## src/sv/ising_metropolis_site_update_unit_defines.svh

```systemverilog
// Assertion macros shared by the site update unit.
// Included by the modules that check their own control logic; no dependencies.
`ifndef ISING_METROPOLIS_SITE_UPDATE_UNIT_DEFINES_SVH
`define ISING_METROPOLIS_SITE_UPDATE_UNIT_DEFINES_SVH

// Implication checked in the same cycle as the antecedent.
`define IMSU_ASSERT_NOW(label, clock, reset, ante, cons) \
  label: assert property (@(posedge clock) disable iff (reset) (ante) |-> (cons)) \
    else $error("imsu: same-cycle check failed");

// Implication checked in the cycle after the antecedent.
`define IMSU_ASSERT_NEXT(label, clock, reset, ante, cons) \
  label: assert property (@(posedge clock) disable iff (reset) (ante) |=> (cons)) \
    else $error("imsu: next-cycle check failed");

`endif

```

## src/sv/imsu_pkg.sv

```systemverilog
// Types and constants of the Ising site update unit.
// Used by the channel interfaces and every module of the block; no dependencies.
`default_nettype none

package imsu_pkg;

  // Field widths of the request and result channels.
  localparam int COORD_W     = 6;
  localparam int COORD_COUNT = 64;
  localparam int RAND_W      = 16;
  localparam int ENTRY_IDX_W = 4;
  localparam int ENTRY_W     = 17;
  localparam int PARAM_W     = 5;
  localparam int DE_W        = 8;

  // Acceptance table layout: spin bit selects a row of five neighbour counts.
  localparam int ENTRY_COUNT  = 10;
  localparam int ENTRY_STRIDE = 5;
  localparam int NBR_W        = 3;

  // The reported energy change is clipped to this magnitude.
  localparam int DE_LIMIT = 80;

  // Configuration port.
  localparam int APB_ADDR_W = 3;
  localparam int APB_DATA_W = 32;
  localparam logic signed [PARAM_W-1:0] COUPLING_RESET = 5'sd1;
  localparam logic signed [PARAM_W-1:0] FIELD_RESET    = 5'sd0;

  typedef enum logic {
    REG_COUPLING = 1'b0,
    REG_FIELD    = 1'b1
  } reg_idx_t;

  typedef enum logic [1:0] {
    OP_STEP        = 2'd0,
    OP_WRITE_SPIN  = 2'd1,
    OP_READ_SPIN   = 2'd2,
    OP_WRITE_ENTRY = 2'd3
  } op_t;

  typedef enum logic [1:0] {
    ST_IDLE,
    ST_READ,
    ST_EVAL
  } state_t;

  // Commands from the controller to the datapath.
  typedef struct packed {
    logic capture;
    logic read;
    logic commit;
  } dp_cmd_t;

endpackage

`default_nettype wire

```

## src/sv/imsu_cfg.sv

```systemverilog
// Configuration registers (coupling and external field) behind an APB-style port.
// Depends on imsu_pkg for widths, register codes and reset values.
`default_nettype none

module imsu_cfg (
  input  wire logic                                   clk,
  input  wire logic                                   rst,
  input  wire logic                                   psel,
  input  wire logic                                   penable,
  input  wire logic                                   pwrite,
  input  wire logic [imsu_pkg::APB_ADDR_W-1:0]        paddr,
  input  wire logic [imsu_pkg::APB_DATA_W-1:0]        pwdata,
  output logic      [imsu_pkg::APB_DATA_W-1:0]        prdata,
  output logic                                        pready,
  output logic signed [imsu_pkg::PARAM_W-1:0]         coupling,
  output logic signed [imsu_pkg::PARAM_W-1:0]         external_field
);

  imsu_pkg::reg_idx_t reg_sel;
  logic               wr_en;

  // The word address bit picks the register.
  assign reg_sel = imsu_pkg::reg_idx_t'(paddr[2]);
  assign wr_en   = psel && penable && pwrite && pready;
  assign pready  = 1'b1;

  // Register writes take the low bits of the data as a signed value.
  always_ff @(posedge clk) begin
    if (rst) begin
      coupling       <= imsu_pkg::COUPLING_RESET;
      external_field <= imsu_pkg::FIELD_RESET;
    end else if (wr_en) begin
      case (reg_sel)
        imsu_pkg::REG_COUPLING: coupling       <= $signed(pwdata[imsu_pkg::PARAM_W-1:0]);
        imsu_pkg::REG_FIELD:    external_field <= $signed(pwdata[imsu_pkg::PARAM_W-1:0]);
        default: ;
      endcase
    end
  end

  // Reads return the register sign-extended to the bus width.
  always_comb begin
    case (reg_sel)
      imsu_pkg::REG_COUPLING: prdata = imsu_pkg::APB_DATA_W'(coupling);
      imsu_pkg::REG_FIELD:    prdata = imsu_pkg::APB_DATA_W'(external_field);
      default:                prdata = '0;
    endcase
  end

endmodule

`default_nettype wire

```

## config.mk

```make
export PLATFORM = sky130hd
export DESIGN_NAME = imsu_cfg
export DESIGN_NICKNAME = d
export VERILOG_FILES = /design/src/sv/ising_metropolis_site_update_unit_defines.svh /design/src/sv/imsu_pkg.sv /design/src/sv/imsu_cfg.sv
export SDC_FILE = /design/constraint.sdc
export NUM_CORES = 1
export LEC_CHECK = 0
export BUFFER_PORTS_ARGS = -buffer_cell sky130_fd_sc_hd__clkbuf_2
export CAP_MARGIN = 5
export CORE_UTILIZATION = 35
export CTS_CLUSTER_DIAMETER = 50
export CTS_CLUSTER_SIZE = 25
export DETAILED_ROUTE_END_ITERATION = 6
export HOLD_SLACK_MARGIN = 0.05
export PLACE_DENSITY_LB_ADDON = 0.05
export SLEW_MARGIN = 20
export SYNTH_ARGS = -nofsm -noshare
export SYNTH_HDL_FRONTEND = slang
export SYNTH_SLANG_ARGS = --single-unit
```

## constraint.sdc

```tcl
create_clock -name clk -period 3 [get_ports clk]
set_clock_uncertainty 0.05 [all_clocks]
set_input_delay 0.45 -clock clk [delete_from_list [all_inputs] [get_ports clk]]
set_output_delay 0.45 -clock clk [all_outputs]
set_load 0.01 [all_outputs]
```

==> impl_metrics.py <==
metrics = {
    "run_status": {
        "status": "complete, no violations",
    },
    "timing": {
        "fmax_mhz": 536.1,
        "finalCriticalPeriod_ns": 1.865,
        "finalCritPeriodShare_pct": 62.17,
        "tns_ns": 0,
        "setup_slack_ns": 1.135,
        "slew_violations": 0,
        "setup_viol": 0,
        "rsz0062_at_grt": "no",
        "finalHoldViolCount": 0,
    },
    "worst_setup_path": {
        "crit_type": "input pin to primary output",
        "critPathSlowestCell": "mux2_2",
        "arrival_ns": 1.37,
        "critPathMaxStageDelay_ns": 0.52,
        "cp-start-kind": "input pin",
        "crit_top_cell": "clkbuf_2",
        "worstPathCellList": "clkbuf_2, mux2_2, clkbuf_2",
        "critPathMaxFanout": 28,
        "cp.required_ns": 2.50,
        "end_kind": "primary output",
    },
    "placed_design": {
        "place_congestion": 0.5908,
        "portBuffers": 52,
        "dpl_cell_area_um2": 775.7,
        "pre_cts_ws_ns": 1.116,
        "hpwl_um": 908.7,
    },
    "cts": {
        "cts-buffers-inserted": 3,
        "cts_tree": "built",
        "clockBufferDepth": 2,
        "cts_hold_buf": 0,
        "cts.sinks": 10,
        "htreeDepth": 1,
        "cts_setup_buffers": 0,
        "clk_pin_slew_ns": 0.06,
        "postCtsResizedCells": 0,
        "root_buffer": "clkbuf_4",
        "clk_latency_ns": 0.25,
    },
    "grt": {
        "grt_pass1_wl_mm": 1.600,
        "grt_pass1_vias": 337,
        "grt_max_degree": 29,
        "grt_util_all_layers_pct": 10.35,
        "grt_overflow": 0,
        "antenna_found_initial": 0,
    },
    "run": {
        "max_cap_viol_count": 0,
    },
    "power": {
        "ir_drop_v": 0.0001739,
        "p_per_area_nw_per_um2": 343.1,
        "power.leakage_nw": 0.4395,
    },
    "floorplanning": {
        "die_width_um": 47.30,
        "initial_core_util_pct": 36.98,
        "rows": 16,
        "die_area_um2": 2237,
        "die_h_um": 47.30,
        "core-area_um2": 1942,
        "io_pins": 83,
    },
    "route": {
        "drc": 0,
        "drtAntennaViolNets": 0,
        "drt-total-wl_mm": 1.146,
        "first_pass_iters": 2,
        "vias": 528,
        "first_iter_violations": 2,
        "wl_per_cell_um": 9.024,
        "viasPerCell": 4.157,
    },
    "yosys": {
        "synth_top_area_cell": "buf_4",
        "syn_avg_cell_area_um2": 9.450,
        "synth_area_um2": 718.2,
        "syn_nets": 116,
        "yosysWarnings": 0,
        "synth_area_leaders": "buf_4 (29%), dfxtp_1 (28%), mux2i_1 (14%)",
        "yosysUniqueCellTypes": 12,
        "ys_seq_area_share_pct": 27.87,
        "syn_inst": 76,
        "yosysTopAreaCellShare_pct": 29.27,
        "ys_ff_latch": 10,
    },
    "final_layout": {
        "antenna_cells": 0,
        "design_area_um2": 798.3,
        "drive_gt1_share_pct": 61.00,
        "final_nets": 142,
        "num-fill-cells": 187,
        "synthToLayoutAreaGrowth_pct": 11.15,
    },
    "hold_path": {
        "min_path_type": "input pin to flip-flop",
    },
}
==> where the power goes <==
group	internal [W]	total, W	switching (W)
Combinational	0.0000228	0.0000477	0.0000249
Sequential	0.000136	0.000138	0.00000205
Clock	0.0000462	0.0000884	0.0000423
Total	0.000205	0.000274	0.0000692
==> metal layers <==
metal | share of wire (%) | up-vias | wire length, µm | global-route usage (%)
met5 | 0 | - | 0 | 0
met4 | 0.79 | 0 | 9 | 5.143
met3 | 8.4 | 2 | 96 | 2.308
met2 | 45 | 35 | 513 | 15.34
met1 | 46 | 222 | 527 | 14.02
li1 | - | 269 | - | -
==> logic make-up after synthesis <==
| kind of cell | count (synthesis) | share of synthesized area, % |
|---|---|---|
| other | 1 | 0.5221 |
| and+or+nand+nor | 19 | 16.90 |
| DFF | 10 | 27.87 |
| buffers and inverters | 31 | 32.93 |
| muxes | 15 | 21.78 |
==> path summary, 6_finish.rpt <==
check | to | slack, ns | start | depth (start not counted)
max reg2reg | coupling[2]$_SDFFE_PP0P_ | 2.34 | coupling[2]$_SDFFE_PP0P_ | 2
min reg2reg | coupling[3]$_SDFFE_PP0P_ | 0.44 | coupling[3]$_SDFFE_PP0P_ | 2
min | external_field[0]$_SDFFE_PP0P_ | 0.41 | pwdata[0] | 3
max | prdata[24] | 1.13 | paddr[2] | 3
==> cells in the mapped netlist <==
cell type and instances:
clkbuf_1 1, and4b_1 1, buf_6 2, conb_1 1
dfxtp_1 10, and4_2 1, nand2b_1 14, mux2_2 5
buf_4 28, mux2i_1 10, nand4_1 1, nor2_1 2
==> worst max-delay path, delay by kind of cell <==
family / cells / cell delay [ns]
mux: 1 / 0.52
buf+inv: 2 / 0.39
==> placed cells by master, fill, tap and decap left out <==
| cell | netlist | routed |
|---|---|---|
| conb_1 | 1 | 1 |
| dfxtp_1 | 10 | 10 |
| and4b_1 | 1 | 1 |
| clkbuf_4 | 0 | 3 |
| nor2_1 | 2 | 2 |
| nand4_1 | 1 | 1 |
| mux2i_1 | 10 | 10 |
| clkbuf_2 | 0 | 52 |
| mux2_2 | 5 | 5 |
| nand2b_1 | 14 | 14 |
| and4_2 | 1 | 1 |
==> sequential cells by signal, summed over array words and instances (netlist names) <==
name,flops
external_field,5
coupling,5
==> through the flow <==
stage	hold WS, ns	power [W]	std cells	utilization (%)
floorplan	0.4514	0.0001810	76	-
global placement	0.4235	0.0001893	124	39.95
detailed placement	0.4294	0.0001894	124	39.95
CTS	0.4092	0.0002794	127	41.11
global route	0.4083	0.0002911	127	41.11
finish	0.4122	0.0002739	127	41.11
==> layout make-up <==
| type | count | area, µm² | share of cell area, % |
|---|---|---|---|
| clock buffers | 3 | 22.52 | 2.821 |
| multi-input cells | 35 | 281.5 | 35.27 |
| flip-flops and latches | 10 | 200.2 | 25.08 |
| well taps | 27 | 33.78 | 4.232 |
| repair buffers | 52 | 260.3 | 32.60 |
Power figures use the tool's default switching activity.
