### src/sv/ising_metropolis_site_update_unit_defines.svh
// Assertion macros shared by the site update unit.
// Included by the modules that check their own control logic; no dependencies.
`ifndef ISING_METROPOLIS_SITE_UPDATE_UNIT_DEFINES_SVH
`define ISING_METROPOLIS_SITE_UPDATE_UNIT_DEFINES_SVH

// Implication checked in the same cycle as the antecedent.
`define IMSU_ASSERT_NOW(label, clock, reset, ante, cons) \
  label: assert property (@(posedge clock) disable iff (reset) (ante) |-> (cons)) \
    else $error("imsu: same-cycle check failed");

// Implication checked in the cycle after the antecedent.
`define IMSU_ASSERT_NEXT(label, clock, reset, ante, cons) \
  label: assert property (@(posedge clock) disable iff (reset) (ante) |=> (cons)) \
    else $error("imsu: next-cycle check failed");

`endif

### src/sv/imsu_pkg.sv
// Types and constants of the Ising site update unit.
// Used by the channel interfaces and every module of the block; no dependencies.
`default_nettype none

package imsu_pkg;

  // Field widths of the request and result channels.
  localparam int COORD_W     = 6;
  localparam int COORD_COUNT = 64;
  localparam int RAND_W      = 16;
  localparam int ENTRY_IDX_W = 4;
  localparam int ENTRY_W     = 17;
  localparam int PARAM_W     = 5;
  localparam int DE_W        = 8;

  // Acceptance table layout: spin bit selects a row of five neighbour counts.
  localparam int ENTRY_COUNT  = 10;
  localparam int ENTRY_STRIDE = 5;
  localparam int NBR_W        = 3;

  // The reported energy change is clipped to this magnitude.
  localparam int DE_LIMIT = 80;

  // Configuration port.
  localparam int APB_ADDR_W = 3;
  localparam int APB_DATA_W = 32;
  localparam logic signed [PARAM_W-1:0] COUPLING_RESET = 5'sd1;
  localparam logic signed [PARAM_W-1:0] FIELD_RESET    = 5'sd0;

  typedef enum logic {
    REG_COUPLING = 1'b0,
    REG_FIELD    = 1'b1
  } reg_idx_t;

  typedef enum logic [1:0] {
    OP_STEP        = 2'd0,
    OP_WRITE_SPIN  = 2'd1,
    OP_READ_SPIN   = 2'd2,
    OP_WRITE_ENTRY = 2'd3
  } op_t;

  typedef enum logic [1:0] {
    ST_IDLE,
    ST_READ,
    ST_EVAL
  } state_t;

  // Commands from the controller to the datapath.
  typedef struct packed {
    logic capture;
    logic read;
    logic commit;
  } dp_cmd_t;

endpackage

`default_nettype wire

### src/sv/imsu_ctrl.sv
// Controller of the Ising site update unit: request/result handshakes and sequencing.
// Depends on imsu_pkg and the assertion macros header.
`default_nettype none
`include "ising_metropolis_site_update_unit_defines.svh"

module imsu_ctrl (
  input  wire logic          clk,
  input  wire logic          rst,
  input  wire logic          in_valid,
  output logic               in_ready,
  output logic               out_valid,
  input  wire logic          out_ready,
  output imsu_pkg::dp_cmd_t  cmd
);

  imsu_pkg::state_t state;
  imsu_pkg::state_t state_next;
  logic             out_valid_next;
  logic             can_retire;
  logic             accept;

  // The result register can take a new result when empty or being drained.
  assign can_retire = !out_valid || out_ready;

  // Output and handshake decode.
  always_comb begin
    in_ready    = 1'b0;
    cmd.capture = 1'b0;
    cmd.read    = 1'b0;
    cmd.commit  = 1'b0;
    case (state)
      imsu_pkg::ST_IDLE: begin
        in_ready = 1'b1;
      end
      imsu_pkg::ST_READ: begin
        cmd.read = 1'b1;
      end
      imsu_pkg::ST_EVAL: begin
        in_ready   = can_retire;
        cmd.commit = can_retire;
      end
      default: ;
    endcase
    accept      = in_valid && in_ready;
    cmd.capture = accept;
  end

  // Next state: a request is read, evaluated, then retired into the result register.
  always_comb begin
    state_next = state;
    case (state)
      imsu_pkg::ST_IDLE: begin
        if (accept) state_next = imsu_pkg::ST_READ;
      end
      imsu_pkg::ST_READ: begin
        state_next = imsu_pkg::ST_EVAL;
      end
      imsu_pkg::ST_EVAL: begin
        if (can_retire) state_next = accept ? imsu_pkg::ST_READ : imsu_pkg::ST_IDLE;
      end
      default: state_next = imsu_pkg::ST_IDLE;
    endcase
  end

  // Result valid flag.
  always_comb begin
    if (cmd.commit) begin
      out_valid_next = 1'b1;
    end else if (out_ready) begin
      out_valid_next = 1'b0;
    end else begin
      out_valid_next = out_valid;
    end
  end

  always_ff @(posedge clk) begin
    if (rst) begin
      state     <= imsu_pkg::ST_IDLE;
      out_valid <= 1'b0;
    end else begin
      state     <= state_next;
      out_valid <= out_valid_next;
    end
  end

  `IMSU_ASSERT_NEXT(a_read_then_eval, clk, rst, state == imsu_pkg::ST_READ, state == imsu_pkg::ST_EVAL)
  `IMSU_ASSERT_NEXT(a_accept_starts_read, clk, rst, in_valid && in_ready, state == imsu_pkg::ST_READ)
  `IMSU_ASSERT_NOW(a_result_from_eval, clk, rst, $rose(out_valid), $past(state) == imsu_pkg::ST_EVAL)

endmodule

`default_nettype wire

### config.mk
export PLATFORM = sky130hd
export DESIGN_NAME = imsu_ctrl
export DESIGN_NICKNAME = d
export VERILOG_FILES = /design/src/sv/imsu_pkg.sv /design/src/sv/imsu_ctrl.sv
export VERILOG_INCLUDE_DIRS = /design/src /design/src/sv
export SDC_FILE = /design/constraint.sdc
export NUM_CORES = 1
export LEC_CHECK = 0
export BUFFER_PORTS_ARGS = -buffer_cell sky130_fd_sc_hd__buf_2
export CAP_MARGIN = 0
export CORE_AREA = 2 2 39 41
export DETAILED_ROUTE_END_ITERATION = 10
export DIE_AREA = 0 0 41 43
export PLACE_DENSITY = 0.35
export SETUP_SLACK_MARGIN = 0.5
export SLEW_MARGIN = 20
export SYNTH_ARGS = -nofsm -noshare
export SYNTH_HDL_FRONTEND = slang
export SYNTH_SLANG_ARGS = --single-unit
### constraint.sdc
create_clock -name clk -period 1.1 [get_ports clk]
set_input_delay 0.055 -clock clk [delete_from_list [all_inputs] [get_ports clk]]
set_output_delay 0.055 -clock clk [all_outputs]
set_load 0.02 [all_outputs]
==> metrics.md, run 1 <==
| Metric | Value |
|---|---|
| Area delta synth->final | 107% |
| Via count | 165 |
| Register share of total power | 0.310 |
| Synth Net Count | 21 |
| Final Non-Filler Cells | 47 |
| Die Area | 1760 um^2 |
| Switching Share | 0.241 |
| Max_cap viols | 0 |
| Avg WL per Cell | 9.04 um |
| Fin area | 355 um^2 |
| Core Region | 1380 um^2 |
| # DRC | 0 |
| Post-Syn Area per Cell | 10.1 um^2 |
| Top cell type by total area after synthesis | dfxtp_1 |
| Crit path max fanout | 3 |
| Worst Setup Start Kind | flip-flop |
| Vias in the first global route | 190 |
| Ys flop type | dfxtp_1 |
| Clock Skew | 0.00180 ns |
| Worst path top cell family by delay | simple AND/OR/NAND/NOR gates |
| DP Cell Count | 38 |
| Slowest stage delay, CP | 0.31 ns |
| Setup Viol. Count Final | 1 |
| Largest net degree at the start of global routing | 7 |
| Max Buffers Root-to-Sink | 2 |
| Yosys Warn Count | 0 |
| Worst setup EP type | output port |
| Metal2 WL | 192 um |
| Die W | 41 um |
| Int Pwr | 0.000293 W |
| Placed instance area | 225 um^2 |
| Layout cell share with drive strength beyond 1 | 0.839 |
| Crit Path Class | reg2out |
| Final min period | 1.14 ns |
| First-pass GRT wire length | 724 um |
| Yosys cell types | 12 |
| Pre-CTS setup slack | 0.161 ns |
| Max Freq | 878 MHz |
| Clk Latency, worst-skew pair | 0.23 ns |
| Max VDD drop | 0.331 mV |
| Comb power frac | 0.193 |
| Mux cell area share after synthesis | 0 |
| Port Buffers | 8 |
| Leak | 0.178 nW |
| Worst EP arrival | 1.08 ns |
| Most frequent cells after synthesis | 3 x buf_4, 3 x dfxtp_1, 2 x nand2b_1 |
| FP Rows | 14 |
| Placer congestion estimate | 0.647 |
| CP cell instances | and3b_2, nor3b_2, buf_4 |
| Slowest CP cell | dfxtp_2 |
| FF-to-FF setup slack | 0.11 ns |
| RR Endpoint | state[0] |
| #FFs+latches synth | 3 |
| Worst slew pin tran | 0.165 ns |
| Clock Power Share | 0.496 |
| Slew Viols, Final | 0 |
| Starting Density | 0.124 |
| All-Layer GR Usage | 0.0652 |
| Reg2reg start | state[1] |
| Clk pin slew, worst setup/hold paths | 0.04 ns |
| DRT iter0 DRCs | 0 |
| Largest family of logic cells by synthesized area | simple AND/OR/NAND/NOR gates |
| Min-delay src | rst |
| Grt ovf | 0 |
| Path type of the worst min-delay path | in2reg |
| Outcome | complete, but fails checks |
| Sequential share of the synthesized area | 0.350 |
| Hold Vio Cnt, Final | 0 |
| Buf+Inv Stages, Crit Path | 1 |
| EDFF count, synth | 0 |
| IO Count | 9 |
| Ys async rst share | 0 |
| Adder-Cell Fraction of Synth Area | 0 |
| Antenna violations before repair | 0 |
| Slew headroom | 0.890 |
| H-tree levels | 1 |
| Top-area cell type share of the netlist area | 0.350 |
| Met3 wire len | 56 um |
| NetSw | 0.0000930 W |
| Crit path required time | 1.04 ns |
| Setup ws final | -0.0385 ns |
| Min-Delay Endpoint | out_valid |
| M1 wire length | 176 um |
| Routed WL | 425 um |
| Simple-Gate Fraction of Synth Area | 0.431 |
| RSZ-0062 raised after global routing | true |
| Post-route ant nets | 0 |
| Reg2reg path depth | 3 |
| Compound-gate portion of the synthesized area | 0.0876 |
| PwrDens | 1090 nW/um^2 |
| Layout Nets | 36 |
| Die height | 43 um |
| Inserted Diodes | 0 |
| Post-synthesis xor/xnor area fraction | 0 |
| Max layer used | met3 |
| CTS root buffer | clkbuf_4 |
| Ranking of synthesized cells by area | dfxtp_1 35%, buf_4 13%, nor4b_2 8.8% |
| Crit path depth | 3 |
| Hold Path Stages | 2 |
| TritonCTS clock tree | built |
| Vias per cell | 3.51 |
| Overall power consumption | 0.000386 W |
| Cells after synthesis | 17 |
| Tcrit/Tclk final | 1.04 |
| CTS Sinks | 3 |
| WHS | 0.0419 ns |
| Mapped Area | 171 um^2 |
| Pre-antenna DRT Iters | 1 |
| Num CTS Buffers | 3 |
| Failing checks | setup timing |
-- power groups by stage --
stage | logic [W] | registers [W] | clock network (W)
after floorplan | 0.0000383 | 0.000124 | 0
after global placement | 0.0000465 | 0.000123 | 0
after detailed placement | 0.0000472 | 0.000124 | 0
after CTS | 0.0000676 | 0.000119 | 0.000200
after global routing | 0.0000795 | 0.000121 | 0.000204
final | 0.0000748 | 0.000120 | 0.000192
-- sequential cells by signal, summed over array words and instances, names as in the netlist --
signal and cells:
out_valid 1, state 2
-- cell usage in the layout (no fill, tap or decap) --
master / instances
dfxtp_4: 1
nor4b_4: 1
nor2b_4: 1
and3b_2: 1
nand2b_4: 2
nor2_1: 1
nor3b_2: 1
and4bb_1: 1
buf_6: 6
and2b_1: 1
buf_2: 3
dfxtp_2: 2
clkbuf_1: 1
a21oi_2: 1
o21ba_1: 1
buf_4: 4
clkbuf_4: 3
-- worst max path at each step --
stage                         start     end  slack [ns]
after floorplan           out_valid  cmd[2]        0.17
after detailed placement  out_valid  cmd[2]        0.16
after global placement    out_valid  cmd[2]        0.17
after CTS                  state[1]  cmd[2]       -0.05
after global routing      out_valid  cmd[2]       -0.07
final                      state[1]  cmd[2]       -0.04
-- through the flow --
| step | utilization | setup TNS (ns) |
|---|---|---|
| floorplan | - | 0 |
| finish | 0.257 | -0.0385 |
| global placement | 0.163 | 0 |
| global route | 0.257 | -0.125 |
| detailed placement | 0.163 | 0 |
| CTS | 0.234 | -0.0467 |
-- final cells by class --
| cell class | instances | area [um^2] |
|---|---|---|
| Timing Repair Buffer | 13 | 113 |
| Sequential cell | 3 | 66.3 |
| Tap cell | 16 | 20.0 |
| Multi-Input combinational cell | 11 | 130 |
| Fill cell | 158 | 1030 |
| Clock buffer | 4 | 26.3 |
-- routing by layer --
layer / vias up / track usage
met1: 73 / 0.0769
li1: 84 / -
met4: 0 / 0.0600
met2: 8 / 0.0781
met3: 0 / 0.0366
met5: - / 0
-- repair_timing --
item / 4_1_cts / 5_1_grt
endpoints found under the setup margin: 8 / 8
pin swaps: 5 / 2
buffers inserted: 4 / 1
hold buffers: 0 / 0
resized for setup: 13 / 5
-- logic make-up after synthesis --
group	count (synthesis)
compound gates	2
buf+inv	3
flops	3
simple gates	9
No activity file was read; power rests on OpenSTA's default activity.
==> run 2, diff against run 1 <==
GPL_TIMING_DRIVEN = 0   (was unset)
PLACE_DENSITY = 0.3   (was 0.35)
clock period = 1 ns   (was 1.1 ns; I/O delays follow)
==> metrics.md, run 2 (same netlist as run 1, synthesis figures left out) <==
| Metric | Value |
|---|---|
| Layout Nets | 37 |
| Final min period | 1.19 ns |
| Num CTS Buffers | 3 |
| TritonCTS clock tree | built |
| Placed instance area | 251 um^2 |
| Top Registers | state: 2 flops, out_valid: 1 flops |
| Setup Viol. Count Final | 4 |
| Slew Viols, Final | 0 |
| # DRC | 0 |
| Setup ws final | -0.186 ns |
| Register share of total power | 0.314 |
| Tcrit/Tclk final | 1.19 |
| Pre-antenna DRT Iters | 1 |
| DP Cell Count | 41 |
| Die W | 41 um |
| Antenna violations before repair | 0 |
| All-Layer GR Usage | 0.0531 |
| Vias per cell | 3.54 |
| Comb power frac | 0.209 |
| Worst setup EP type | output port |
| Pre-CTS setup slack | -0.0149 ns |
| Vias in the first global route | 155 |
| Die height | 43 um |
| Final Non-Filler Cells | 48 |
| Max Freq | 843 MHz |
| Via count | 170 |
| Core Region | 1380 um^2 |
| Avg WL per Cell | 7.88 um |
| Most flops, register | state |
| Largest net degree at the start of global routing | 7 |
| Crit Path Class | reg2out |
| Slew headroom | 0.886 |
| Leak | 0.174 nW |
| Layout cell share with drive strength beyond 1 | 0.844 |
| Outcome | complete, but fails checks |
| DRT iter0 DRCs | 0 |
| Placer congestion estimate | 0.613 |
| Int Pwr | 0.000331 W |
| Area delta synth->final | 109% |
| Clk pin slew, worst setup/hold paths | 0.03 ns |
| Failing checks | setup timing |
| CTS Sinks | 3 |
| Inserted Diodes | 0 |
| Grt ovf | 0 |
| Die Area | 1760 um^2 |
| Clock Skew | 0.00184 ns |
| Max_cap viols | 0 |
| Max Buffers Root-to-Sink | 2 |
| First-pass GRT wire length | 586 um |
| Commonest cells after routing, fill and taps aside | 6 x buf_6, 5 x buf_4, 3 x clkbuf_4, 3 x buf_2, 2 x dfxtp_2 |
| Hold Vio Cnt, Final | 0 |
| Port Buffers | 8 |
| Clock Power Share | 0.477 |
| Clk Latency, worst-skew pair | 0.23 ns |
| H-tree levels | 1 |
| CTS root buffer | clkbuf_4 |
| Routed WL | 378 um |
| WHS | 0.0374 ns |
| Worst EP arrival | 1.14 ns |
| RSZ-0062 raised after global routing | true |
| PwrDens | 1190 nW/um^2 |
| IO Count | 9 |
| Post-route ant nets | 0 |
| Fin area | 358 um^2 |
| Number of fill cells | 152 |
| Crit path max fanout | 4 |
| FP Rows | 14 |
| Path type of the worst min-delay path | in2reg |
| Worst Setup Start Kind | flip-flop |
| Max VDD drop | 0.464 mV |
| Flip-flop count of the largest register after layout | 2 |
| Starting Density | 0.124 |
| Overall power consumption | 0.000427 W |
| Most common cell after layout, fill and taps aside | buf_6 |
| NetSw | 0.0000964 W |
| Worst slew pin tran | 0.170 ns |
| Switching Share | 0.226 |
| Crit path required time | 0.95 ns |
==> run 2: final cells by class <==
cell class | count | area (um^2) | area share
Timing Repair Buffer | 11 | 93.8 | 0.262
Clock buffer | 4 | 26.3 | 0.0734
Tap cell | 16 | 20.0 | 0.0559
Buffer | 3 | 26.3 | 0.0734
Multi-Input combinational cell | 11 | 125 | 0.350
Sequential cell | 3 | 66.3 | 0.185
==> run 2: stage by stage <==
stage | utilization | TNS (ns)
6_report | 0.259 | -0.493
3_5_place_dp | 0.182 | -0.0149
3_3_place_gp | 0.182 | -0.0183
2_1_floorplan | - | 0
4_1_cts | 0.239 | -0.522
5_1_grt | 0.259 | -0.721
==> run 2: worst paths after layout <==
kind / from / end / slack [ns] / cells past startpoint
setup / recovery: state[1] / cmd[2] / -0.19 / 4
hold / removal: rst / out_valid / 0.04 / 2
setup reg to reg: state[1] / state[0] / 0.03 / 3
hold reg to reg: state[0] / state[0] / 0.48 / 1
==> run 2: routing by layer <==
metal  up-vias  global-route usage  wire, um
li1         87                   -         -
met1        81              0.0543       120
met3         0              0.0314         8
met2         2              0.0656       249
met4         0              0.0600         0
met5         -                   0         0
==> run 2: critical path, stage by stage, from the launching register on <==
cell and delay [ns]:
dfxtp_2 0.32, and3b_2 0.22, nor3b_2 0.15, buf_4 0.13, buf_6 0.10
==> run 2: power by group through the flow <==
| stage | clock, W | combinational [W] | sequential (W) |
|---|---|---|---|
| 6_report | 0.000204 | 0.0000895 | 0.000134 |
| 3_5_place_dp | 0 | 0.0000626 | 0.000136 |
| 2_1_floorplan | 0 | 0.0000421 | 0.000136 |
| 4_1_cts | 0.000217 | 0.0000818 | 0.000132 |
| 3_3_place_gp | 0 | 0.0000625 | 0.000136 |
| 5_1_grt | 0.000227 | 0.0000951 | 0.000135 |
==> run 2: what timing repair did <==
item / 4_1_cts / 5_1_grt
resized for setup: 11 / 6
pin swaps: 2 / 1
setup buffers: 3 / 0
setup endpoints to repair: 8 / 8
cloned: 0 / 0
hold buffers: 0 / 0
==> run 3, diff against run 2 <==
TNS_END_PERCENT = 5   (was unset)
==> metrics.md, run 3 (same netlist as run 1, synthesis figures left out) <==
| Metric | Value |
|---|---|
| Metal2 WL | 228 um |
| Setup Viol. Count Final | 4 |
| Total negative slack | -0.520 ns |
| Avg WL per Cell | 7.72 um |
| Via count | 150 |
| Die height | 43 um |
| Top Registers | state: 2 flops, out_valid: 1 flops |
| Hold Vio Cnt, Final | 0 |
| Num CTS Buffers | 3 |
| Max Freq | 837 MHz |
| Max layer used | met3 |
| Layout Nets | 35 |
| Layout cell share with drive strength beyond 1 | 0.700 |
| Grt ovf | 0 |
| Placed instance area | 238 um^2 |
| FP Rows | 14 |
| Most common cell after layout, fill and taps aside | buf_4 |
| Crit path max fanout | 4 |
| Max Buffers Root-to-Sink | 2 |
| Pre-antenna DRT Iters | 1 |
| Worst setup EP type | output port |
| Slowest stage delay, CP | 0.33 ns |
| Clk pin slew, worst setup/hold paths | 0.04 ns |
| Vias in the first global route | 164 |
| Final min period | 1.19 ns |
| CTS Sinks | 3 |
| Placer congestion estimate | 0.614 |
| Max VDD drop | 0.348 mV |
| Worst EP arrival | 1.14 ns |
| Starting Density | 0.124 |
| Switching Share | 0.226 |
| Slew Viols, Final | 0 |
| Antenna violations before repair | 0 |
| Worst Setup Start Kind | flip-flop |
| Commonest cells after routing, fill and taps aside | 6 x buf_4, 3 x clkbuf_4, 3 x buf_2, 3 x dfxtp_2, 3 x buf_6 |
| Tcrit/Tclk final | 1.19 |
| # DRC | 0 |
| Crit path required time | 0.95 ns |
| Largest net degree at the start of global routing | 7 |
| M1 wire length | 114 um |
| Fin area | 299 um^2 |
| TritonCTS clock tree | built |
| Buf+Inv Stages, Crit Path | 2 |
| Routed WL | 355 um |
| Setup ws final | -0.195 ns |
| Post-route ant nets | 0 |
| Port Buffers | 8 |
| Max_cap viols | 0 |
| NetSw | 0.0000927 W |
| Met3 wire len | 12 um |
| Clock Skew | 0.000763 ns |
| Worst slew pin tran | 0.181 ns |
| Area delta synth->final | 74.5% |
| CP cell instances | and3b_2, nor3b_2, buf_4, buf_6 |
| Clk Latency, worst-skew pair | 0.23 ns |
| Worst path top cell family by delay | simple AND/OR/NAND/NOR gates |
| Most flops, register | state |
| Int Pwr | 0.000317 W |
| Outcome | complete, but fails checks |
| First-pass GRT wire length | 593 um |
| Die Area | 1760 um^2 |
| IO Count | 9 |
| Crit Path Class | reg2out |
| Comb power frac | 0.169 |
| Clock Power Share | 0.507 |
| Die W | 41 um |
| Core Region | 1380 um^2 |
| Hold buffers post-CTS | 0 |
| Slowest CP cell | dfxtp_2 |
| Register share of total power | 0.324 |
| RSZ-0062 raised after global routing | true |
| Final core occ | 0.216 |
| CTS root buffer | clkbuf_4 |
| Vias per cell | 3.26 |
| Slew headroom | 0.879 |
| Path type of the worst min-delay path | in2reg |
| DRT iter0 DRCs | 0 |
| PwrDens | 1370 nW/um^2 |
| Inserted Diodes | 0 |
| Flip-flop count of the largest register after layout | 2 |
| Failing checks | setup timing |
| H-tree levels | 1 |
| Leak | 0.148 nW |
| All-Layer GR Usage | 0.0572 |
| Overall power consumption | 0.000410 W |
==> run 3: what timing repair did <==
action                                  CTS  global route
setup buffers                             1             0
resized for setup                        11             0
pin swaps                                 2             0
endpoints found under the setup margin    8             8
cloned                                    0             0
==> run 3: worst reg2reg max path, delay by kind of cell, from the launching register on <==
family	cells	cell delay, ns
buffers and inverters	1	0.14
flip-flops	1	0.33
AND/OR/NAND/NOR	2	0.40
==> run 3: cell type report <==
class | instances | area [um^2]
fill | 157 | 1080
multi-input combinational | 11 | 95.1
timing repair buffer | 9 | 71.3
sequential | 3 | 63.8
clock buffer | 4 | 26.3
buffer | 3 | 22.5
tap | 16 | 20.0
==> run 3: power by group through the flow <==
stage | clock, W | sequential, W | combinational [W]
final | 0.000208 | 0.000133 | 0.0000692
after global routing | 0.000225 | 0.000134 | 0.0000740
after CTS | 0.000221 | 0.000133 | 0.0000704
after detailed placement | 0 | 0.000134 | 0.0000587
after global placement | 0 | 0.000134 | 0.0000583
after floorplan | 0 | 0.000134 | 0.0000380
==> run 3: stage by stage <==
stage / std cells / setup slack, ns / hold slack, ns
3_5_place_dp: 41 / -0.0202 / 0.258
3_3_place_gp: 41 / -0.0184 / 0.256
4_1_cts: 46 / -0.211 / 0.0109
6_report: 46 / -0.195 / 0.0174
5_1_grt: 46 / -0.257 / 0.0243
2_1_floorplan: 17 / 0.0734 / 0.112
==> run 3: final timing paths <==
check | startpoint | end | slack [ns] | cells past startpoint
max | out_valid | cmd[2] | -0.19 | 4
min reg2reg | state[0] | state[0] | 0.46 | 1
max reg2reg | out_valid | state[0] | 0.04 | 3
min | rst | out_valid | 0.02 | 2
==> run 3: routing by layer <==
layer | track usage | vias up
met5 | 0 | -
met4 | 0.100 | 0
met3 | 0.0157 | 0
met2 | 0.0781 | 2
met1 | 0.0449 | 66
li1 | - | 82
